--- src/design/vwbp_pkg.sv ---
package vwbp_pkg;

    // Field widths
    localparam int VALUE_BITS = 32;
    localparam int WORD_BITS  = 64;
    localparam int CFG_BITS   = 6;

    // Width register limits and reset value
    localparam logic [CFG_BITS-1:0] BPV_RESET = 6'd4;
    localparam logic [CFG_BITS-1:0] MIN_WIDTH = 6'd1;
    localparam logic [CFG_BITS-1:0] MAX_WIDTH = 6'd32;

    // One classified value on its way to the packer
    typedef struct packed {
        logic [VALUE_BITS-1:0] value;  // already masked to width
        logic [CFG_BITS-1:0]   width;  // 1..32
        logic                  last;
    } item_t;

    // One packed word on its way out
    typedef struct packed {
        logic [WORD_BITS-1:0] data;
        logic                 last;
    } word_t;

endpackage

--- src/design/vwbp_queue.sv ---
module vwbp_queue #(
    parameter int DATA_W = 8,
    parameter int DEPTH  = 4
) (
    input  logic              aclk,
    input  logic              aresetn,
    input  logic              push,
    input  logic [DATA_W-1:0] push_data,
    output logic              full,
    input  logic              pop,
    output logic [DATA_W-1:0] pop_data,
    output logic              not_empty
);

    localparam int PTR_W = (DEPTH > 1) ? $clog2(DEPTH) : 1;
    localparam int CNT_W = $clog2(DEPTH + 1);

    logic [DATA_W-1:0] mem [DEPTH];
    logic [PTR_W-1:0]  wr_ptr_reg, wr_ptr_next;
    logic [PTR_W-1:0]  rd_ptr_reg, rd_ptr_next;
    logic [CNT_W-1:0]  count_reg, count_next;
    logic              do_push, do_pop;

    assign full      = (count_reg == CNT_W'(DEPTH));
    assign not_empty = (count_reg != '0);
    assign pop_data  = mem[rd_ptr_reg];
    assign do_push   = push && !full;
    assign do_pop    = pop && not_empty;

    // Pointer and count update, pointers wrap at DEPTH
    always_comb begin
        wr_ptr_next = wr_ptr_reg;
        rd_ptr_next = rd_ptr_reg;
        if (do_push) begin
            wr_ptr_next = (wr_ptr_reg == PTR_W'(DEPTH - 1)) ? '0 : wr_ptr_reg + 1'b1;
        end
        if (do_pop) begin
            rd_ptr_next = (rd_ptr_reg == PTR_W'(DEPTH - 1)) ? '0 : rd_ptr_reg + 1'b1;
        end
        count_next = count_reg + CNT_W'(do_push) - CNT_W'(do_pop);
    end

    always_ff @(posedge aclk) begin
        if (!aresetn) begin
            wr_ptr_reg <= '0;
            rd_ptr_reg <= '0;
            count_reg  <= '0;
        end else begin
            wr_ptr_reg <= wr_ptr_next;
            rd_ptr_reg <= rd_ptr_next;
            count_reg  <= count_next;
        end
    end

    // Storage, no reset needed
    always_ff @(posedge aclk) begin
        if (do_push) begin
            mem[wr_ptr_reg] <= push_data;
        end
    end

endmodule

--- src/design/vwbp_front.sv ---
module vwbp_front (
    input  logic                                aclk,
    input  logic                                aresetn,
    input  logic                                cfg_wr_en,
    input  logic [vwbp_pkg::CFG_BITS-1:0]       cfg_wr_data,
    input  logic                                s_valid,
    output logic                                s_ready,
    input  logic [vwbp_pkg::VALUE_BITS-1:0]     s_value,
    input  logic                                s_last_value,
    output logic                                q_push,
    output vwbp_pkg::item_t                     q_item,
    input  logic                                q_full
);

    logic [vwbp_pkg::CFG_BITS-1:0]   bpv_reg;
    logic [vwbp_pkg::CFG_BITS-1:0]   width;
    logic [vwbp_pkg::VALUE_BITS:0]   mask_wide;
    vwbp_pkg::item_t                 item_reg, item_next;
    logic                            valid_reg;

    // Clamp configured width into 1..32
    always_comb begin
        if (bpv_reg == '0) begin
            width = vwbp_pkg::MIN_WIDTH;
        end else if (bpv_reg > vwbp_pkg::MAX_WIDTH) begin
            width = vwbp_pkg::MAX_WIDTH;
        end else begin
            width = bpv_reg;
        end
    end

    // Mask value to width
    always_comb begin
        mask_wide        = ((vwbp_pkg::VALUE_BITS+1)'(1) << width)
                           - (vwbp_pkg::VALUE_BITS+1)'(1);
        item_next.value  = s_value & mask_wide[vwbp_pkg::VALUE_BITS-1:0];
        item_next.width  = width;
        item_next.last   = s_last_value;
    end

    assign s_ready = !valid_reg || !q_full;
    assign q_push  = valid_reg;
    assign q_item  = item_reg;

    // Width register
    always_ff @(posedge aclk) begin
        if (!aresetn) begin
            bpv_reg <= vwbp_pkg::BPV_RESET;
        end else if (cfg_wr_en) begin
            bpv_reg <= cfg_wr_data;
        end
    end

    // Input stage
    always_ff @(posedge aclk) begin
        if (!aresetn) begin
            valid_reg <= 1'b0;
        end else if (s_ready) begin
            valid_reg <= s_valid;
        end
    end

    always_ff @(posedge aclk) begin
        if (s_ready && s_valid) begin
            item_reg <= item_next;
        end
    end

endmodule

--- src/design/vwbp_back.sv ---
module vwbp_back #(
    parameter int WORD_DEPTH = 2
) (
    input  logic                               aclk,
    input  logic                               aresetn,
    input  logic                               item_valid,
    input  vwbp_pkg::item_t                    item,
    output logic                               item_pop,
    output logic                               m_valid,
    input  logic                               m_ready,
    output logic [vwbp_pkg::WORD_BITS-1:0]     m_packed_word,
    output logic                               m_last_word
);

    localparam int WB = vwbp_pkg::WORD_BITS;
    localparam int FILL_W = $clog2(WB);

    logic [WB-1:0]      acc_reg, acc_next;
    logic [FILL_W-1:0]  fill_reg, fill_next;
    logic               pend_valid_reg, pend_valid_next;
    vwbp_pkg::word_t    pend_reg, pend_next;

    logic [FILL_W:0]    total;
    logic [2*WB-1:0]    wide;
    logic [WB-1:0]      merged;
    logic [WB-1:0]      high;
    logic               word_done;
    logic [FILL_W-1:0]  new_fill;

    logic               oq_push, oq_full;
    vwbp_pkg::word_t    oq_data, oq_head;

    // Shift value into place across two words
    always_comb begin
        total     = {1'b0, fill_reg} + (FILL_W+1)'(item.width);
        wide      = (2*WB)'(item.value) << fill_reg;
        merged    = acc_reg | wide[WB-1:0];
        high      = wide[2*WB-1:WB];
        word_done = total[FILL_W];
        new_fill  = total[FILL_W-1:0];
    end

    assign item_pop = item_valid && !pend_valid_reg && !oq_full;

    // Packing control
    always_comb begin
        acc_next        = acc_reg;
        fill_next       = fill_reg;
        pend_valid_next = pend_valid_reg;
        pend_next       = pend_reg;
        oq_push         = 1'b0;
        oq_data         = '0;
        if (pend_valid_reg) begin
            // second word of a last value that straddled
            if (!oq_full) begin
                oq_push         = 1'b1;
                oq_data         = pend_reg;
                pend_valid_next = 1'b0;
            end
        end else if (item_pop) begin
            if (word_done) begin
                oq_push      = 1'b1;
                oq_data.data = merged;
                oq_data.last = item.last && (new_fill == '0);
                acc_next     = high;
                fill_next    = new_fill;
                if (item.last && (new_fill != '0)) begin
                    pend_valid_next = 1'b1;
                    pend_next.data  = high;
                    pend_next.last  = 1'b1;
                end
            end else begin
                acc_next  = merged;
                fill_next = new_fill;
                if (item.last) begin
                    oq_push      = 1'b1;
                    oq_data.data = merged;
                    oq_data.last = 1'b1;
                end
            end
            if (item.last) begin
                acc_next  = '0;
                fill_next = '0;
            end
        end
    end

    always_ff @(posedge aclk) begin
        if (!aresetn) begin
            acc_reg        <= '0;
            fill_reg       <= '0;
            pend_valid_reg <= 1'b0;
        end else begin
            acc_reg        <= acc_next;
            fill_reg       <= fill_next;
            pend_valid_reg <= pend_valid_next;
        end
    end

    always_ff @(posedge aclk) begin
        pend_reg <= pend_next;
    end

    // Output word queue, head drives the result channel
    vwbp_queue #(
        .DATA_W ($bits(vwbp_pkg::word_t)),
        .DEPTH  (WORD_DEPTH)
    ) u_word_queue (
        .aclk      (aclk),
        .aresetn   (aresetn),
        .push      (oq_push),
        .push_data (oq_data),
        .full      (oq_full),
        .pop       (m_ready),
        .pop_data  (oq_head),
        .not_empty (m_valid)
    );

    assign m_packed_word = oq_head.data;
    assign m_last_word   = oq_head.last;

endmodule

--- src/design/variable_width_bit_packer.sv ---
// Variable-width bit packer, LSB first, into 64-bit words.
// Input channel (s_valid/s_ready): one value per request, masked to the
// configured width (cfg_wr_data, 1..32; 0 acts as 1, above 32 acts as 32)
// and appended above the bits already held. s_last_value ends the array.
// Result channel (m_valid/m_ready): one packed 64-bit word per request.
// A word goes out each time 64 bits have gathered; on the last value any
// partial word follows with its upper bits zero, and the final word of the
// array carries m_last_word. The packer then starts a fresh word.
// Throughput: one value per cycle while m_ready stays high. A last value
// that both completes a word and leaves a remainder emits two words, and
// the packer takes no new value until the second has entered the output
// queue. Path: a value passes the input stage, the item queue and the
// packer into the output queue before its word is offered.
// Stalls: a low m_ready fills the output queue, then the packer stops and
// the item queue absorbs further values until s_ready drops.
// Reset (aresetn low, synchronous): queues empty, accumulator cleared,
// width register back to 4. Write the width only while the block is idle.
module variable_width_bit_packer #(
    parameter int ITEM_DEPTH = 4,
    parameter int WORD_DEPTH = 2
) (
    input  logic                              aclk,
    input  logic                              aresetn,
    input  logic                              cfg_wr_en,
    input  logic [vwbp_pkg::CFG_BITS-1:0]     cfg_wr_data,
    input  logic                              s_valid,
    output logic                              s_ready,
    input  logic [vwbp_pkg::VALUE_BITS-1:0]   s_value,
    input  logic                              s_last_value,
    output logic                              m_valid,
    input  logic                              m_ready,
    output logic [vwbp_pkg::WORD_BITS-1:0]    m_packed_word,
    output logic                              m_last_word
);

    logic            fq_push, fq_full;
    vwbp_pkg::item_t fq_in;
    logic            iq_valid, iq_pop;
    vwbp_pkg::item_t iq_head;

    // Front: width clamp, masking, input stage
    vwbp_front u_front (
        .aclk         (aclk),
        .aresetn      (aresetn),
        .cfg_wr_en    (cfg_wr_en),
        .cfg_wr_data  (cfg_wr_data),
        .s_valid      (s_valid),
        .s_ready      (s_ready),
        .s_value      (s_value),
        .s_last_value (s_last_value),
        .q_push       (fq_push),
        .q_item       (fq_in),
        .q_full       (fq_full)
    );

    // Queue between front and packer
    vwbp_queue #(
        .DATA_W ($bits(vwbp_pkg::item_t)),
        .DEPTH  (ITEM_DEPTH)
    ) u_item_queue (
        .aclk      (aclk),
        .aresetn   (aresetn),
        .push      (fq_push),
        .push_data (fq_in),
        .full      (fq_full),
        .pop       (iq_pop),
        .pop_data  (iq_head),
        .not_empty (iq_valid)
    );

    // Back: accumulator and word output
    vwbp_back #(
        .WORD_DEPTH (WORD_DEPTH)
    ) u_back (
        .aclk          (aclk),
        .aresetn       (aresetn),
        .item_valid    (iq_valid),
        .item          (iq_head),
        .item_pop      (iq_pop),
        .m_valid       (m_valid),
        .m_ready       (m_ready),
        .m_packed_word (m_packed_word),
        .m_last_word   (m_last_word)
    );

endmodule

--- config.mk ---
export PLATFORM = sky130hd
export DESIGN_NAME = variable_width_bit_packer
export DESIGN_NICKNAME = d
export VERILOG_FILES = /design/src/design/vwbp_pkg.sv /design/src/design/vwbp_queue.sv /design/src/design/vwbp_front.sv /design/src/design/vwbp_back.sv /design/src/design/variable_width_bit_packer.sv
export SDC_FILE = /design/constraint.sdc
export NUM_CORES = 1
export LEC_CHECK = 0
export ABC_CLOCK_PERIOD_IN_PS = 6500
export BUFFER_PORTS_ARGS = -buffer_cell sky130_fd_sc_hd__buf_4
export CAP_MARGIN = 20
export CELL_PAD_IN_SITES_DETAIL_PLACEMENT = 0
export CELL_PAD_IN_SITES_GLOBAL_PLACEMENT = 1
export CORE_UTILIZATION = 45
export DETAILED_ROUTE_END_ITERATION = 16
export MAX_ROUTING_LAYER = met4
export PLACE_DENSITY_LB_ADDON = 0.12
export SETUP_SLACK_MARGIN = 0.2
export SYNTH_ARGS = -nofsm -noshare
export SYNTH_HDL_FRONTEND = slang
export SYNTH_SLANG_ARGS = --single-unit
--- constraint.sdc ---
create_clock -name aclk -period 6.5 [get_ports aclk]
set_input_delay 0.65 -clock aclk [delete_from_list [all_inputs] [get_ports aclk]]
set_output_delay 0.65 -clock aclk [all_outputs]
set_load 0.1 [all_outputs]
; Yosys cells after proc, flatten, opt, wreduce, memory -nomap -nowiden
; Memories as Yosys holds them, arrays and structs flattened. A register that Yosys moved wholly into a read port is not among the register bits.
; Cells that the tools add are included.
; Widths: inputs -> output; s select.
[totals]
mem_count = 2
ff_bits = 192
mem_bits_rw = 286
[mem_list]
columns = memory, depth, width, read_ports, rd_ports_with_merged_regs, write_ports, line
row1 = u_item_queue.mem, 4, 39, 1, 1, 1, vwbp_queue.sv:18  ; logic [DATA_W-1:0] mem [DEPTH];
row2 = u_back.u_word_queue.mem, 2, 65, 1, 1, 1, vwbp_queue.sv:18
[op_classes]
n_addsub = 10
eq_ne = 4
n_reduce_logical = 21
magnitude_cmp = 1
bitwise_logic = 3
mux = 32
shifts = 2
[ops]
columns = operator, n
row1 = $mux 65, 5
row2 = $mux 64, 2
row3 = $shl 32x6->128, 1
row4 = $or 64x64->64, 1
row5 = $and 32x32->32, 1
row6 = $shl 1x6->32 const A, 1
row7 = $sub 32x2->32 const B, 1
row8 = $mux 1, 18
row9 = $mux 6, 3
row10 = $logic_not 6->1, 2
row11 = $logic_and 1x1->1, 9
row12 = $mux 2, 4
row13 = $add 6x6->7, 1
row14 = $eq 2x2->1 const B, 3
row15 = $gt 6x6->1 const B, 1
row16 = $reduce_bool 6->1, 1
row17 = $add 2x1->2 const B, 2
row18 = $logic_not 1->1, 4
row19 = $reduce_and 4->1, 1
row20 = $add 3x1->3, 1
row21 = $eq 3x3->1 const B, 1
row22 = $reduce_bool 3->1, 1
row23 = $sub 3x1->3, 1
row24 = $add 1x1->1 const B, 2
row25 = other kinds (6), 6

; Logic depth before layout (Yosys ltp)
[logic_depth]
depth_word = 8
depth_mapped = 16
depth_no_buf = 14

; Hierarchy
; From an unflattened synthesis, not the netlist that was laid out.
[hier_totals]
cells_unflattened = 1666
area_unflattened_um2 = 22039.9
[by_module_without_submodules]
columns = module, cells_per_inst, instances, seq_area_each_um2, area_each_um2
row1 = vwbp_back, 972, 1, 2352.3, 8466.9
row2 = vwbp_queue at u_item_queue, 255, 1, 4864.7, 6094.6
row3 = vwbp_queue at u_back.u_word_queue, 229, 1, 4003.8, 5132.4
row4 = vwbp_front, 210, 1, 1311.3, 2346.0

; Least setup slack after synthesis
; Ideal clock, no wire load.
[synth_timing]
path_type = register to register
start = register (tool-made name)
end = memory u_back.u_word_queue.mem[0][0] (netlist bit), enable pin
n_path_buf = 2
arrival_time_ns = 5.213
path_stages_with_launch = 11
setup_ns = 0.489
slack_ns = 0.799
required_time_ns = 6.011
path_cell_list = dfxtp_1 -> buf_6 -> buf_12 -> mux4_1 -> ha_1 -> a211oi_1 -> o21bai_1 -> a21oi_1 -> a21oi_1 -> o21ai_0 -> nor2_1
[synth_rtl]
columns = element, line
row1 = "end, declared", vwbp_queue.sv:18

==> out/metrics.cfg <==
[logic_synthesis]
synth_flop_cell=edfxtp_1
synth_edf_count=356
synth_top_area_share_pct=50.7
synth_cell_types=84
synthTopCellsByArea=edfxtp_1 51%, dfxtp_1 8.7%, mux2_2 5.5%
synth_simple_gate_area_share_pct=8.25
syn_area_per_cell_um2=13.3
synth_top_family_by_area=multiplexers
synth-async-reset-ratio_pct=0
synth-seq-cells=448
yosysTopAreaCell=edfxtp_1
synth-xor-area-share_pct=0.623
synth_commonest_cells=356 x edfxtp_1, 143 x nor2_1, 104 x nand2_1
synth_area_um2=21100
synth-seq-area-share_pct=59.5
synthCells=1589
synth-compound-area-share_pct=12.4
synthMuxAreaShare_pct=14.9
yosys.area_share.adder_pct=1.14
yosysMostFrequentCell=edfxtp_1
syn_nets=1651
yosys_warnings=0

[global_routing]
grt_pass1_vias=13700
grt_overflow=0
grt_usage_pct=25.1
grt_max_degree=66
grt_first_pass_wirelength_um=86300
grt_antenna_before_repair=0

[drt]
post_drt_wl_per_cell_um=24.7
antenna_left=0
vias_per_cell=5.92
drt_first_pass_iters=6
wirelength_um=57400
vias=13800
drt_iter0_drc=1166
drc=0

[worst_setup_path]
cp_data_required_time_ns=6.95
worstSetupPathType=reg -> reg
ff2ff_path_depth=14
worstPathArrival_ns=5.33
start_kind=flip-flop
reg2reg_to=u_back.u_word_queue.count_reg[1]$_SDFF_PN0_
end_kind=flip-flop
endpoint=u_back.u_word_queue.count_reg[1]$_SDFF_PN0_
critPathMaxFanout=16
rrSetupSlack_ns=1.62

[clock_tree]
cts-resized-gates=0
cts.clk_slew.worst_paths_ns=0.06
cts_hold_buffers=0
cts_num_sinks=448
cts_tree=yes
ctsRootBufferMaster=clkbuf_16
post-cts-setup-buffer-count=0
htree_levels=2
insertion_delay_ns=0.59
clockBufferDepth=3
numCtsBuffers=46

[outcome]
outcome=finished, final reports clean

[placement]
portBuffers=110
hpwl_um=39700
gp_congestion=0.985

[worst_hold_path]
worstHoldStart=s_last_value
hold_class=in -> reg

[timing]
setup_viol=0
rsz0062_at_grt=no
fin_crit_sh_pct=75.0
timing.fmax_ghz=0.205
fin_crit_ns=4.88
maxSlewViolCount=0
tightest_slew_ns=1.07
slew-limit-headroom_pct=27.9
final.setup.tns_ns=0
skew_ns=0.0244
hold_violations=0

[finish]
syn_to_final_growth_pct=14.0
drive_gt1_share_pct=23.8
largest_reg_flops=156
diodes=0
fill_cells=3932
nets=1750

[floorplanning]
die_w_um=218
die_h_um=218
rows=78
start_util_pct=46.0
die_area_um2=47700
pin_count=111
coreArea_um2=45800

[run]
maxCapViolCount=0

[worst min-delay path by stage]
| stage | to | slack, ns | depth (start not counted) |
|---|---|---|---|
| 2_1_floorplan | u_back.acc_reg[51]$_SDFFE_PN0P_ | 0.43 | 2 |
| 3_3_place_gp | u_back.acc_reg[51]$_SDFFE_PN0P_ | 0.44 | 2 |
| 3_5_place_dp | u_back.acc_reg[15]$_SDFFE_PN0P_ | 0.45 | 2 |
| 4_1_cts | u_front.q_item[0]$_DFFE_PP_ | 0.22 | 1 |
| 5_1_grt | u_front.q_item[0]$_DFFE_PP_ | 0.22 | 1 |
| 6_report | u_front.q_item[0]$_DFFE_PP_ | 0.25 | 1 |
[kinds of logic after synthesis]
| family | count (synthesis) |
|---|---|
| DFF | 448 |
| AOI/OAI and AO/OA | 385 |
| and+or+nand+nor | 380 |
| muxes | 211 |
| buffers and inverters | 131 |
| adders and majority gates | 18 |
| xor gates and xnor gates | 15 |
| other | 1 |
[per-stage QoR]
stage / worst slack, ns / instance area [um2] / hold slack [ns] / instances / util, %
floorplan: 0.799 / 21100 / 0.427 / 1589 / -
global placement: 1.61 / 22500 / 0.443 / 2238 / 49.1
detailed placement: 1.59 / 22500 / 0.448 / 2239 / 49.1
CTS: 1.55 / 24000 / 0.215 / 2323 / 52.5
global route: 1.09 / 24000 / 0.223 / 2324 / 52.5
finish: 1.62 / 24000 / 0.246 / 2324 / 52.5
[routing by layer]
metal | track usage [%] | wire, um | vias up
li1 | - | - | 6350
met1 | 31.3 | 23800 | 6834
met2 | 41.2 | 28300 | 469
met3 | 3.30 | 3110 | 116
met4 | 10.1 | 2080 | 0
met5 | - | 0 | -
[worst max-delay path, cell delays in order (launching register included)]
cell and delay, ns:
dfxtp_2 0.65, mux4_2 0.58, ha_1 0.23, fa_1 0.45
a211oi_1 0.28, o21bai_1 0.17, a21oi_1 0.67, a21oi_4 0.09
o21ai_0 0.71, ha_1 0.36, inv_1 0.05, ha_1 0.14
xor2_1 0.18, xnor2_1 0.13, nor2_1 0.06
[layout by cell type, fill, tap and decap left out, drive strengths merged, types with 27 or more instances in the layout]
cell type,n
a21oi,79
a22oi,32
and2,44
buf,153
clkbuf,60
dfxtp,92
edfxtp,356
inv,27
mux2,106
mux2i,40
mux4,65
nand2,104
nor2,144
o21ai,85
[final cells by class]
class / instances / area, um2 / area share [%]
Sequential cell: 448 / 12500 / 52.2
Multi-Input combinational cell: 1010 / 7930 / 33.0
Clock buffer: 60 / 1300 / 5.40
Timing Repair Buffer: 153 / 1170 / 4.89
Tap cell: 600 / 751 / 3.13
Clock inverter: 24 / 228 / 0.948
Inverter: 29 / 109 / 0.453
Power is left out: the tool's default activity adds up to more than one toggle a clock period on the data nets, which glitch-free logic cannot reach.
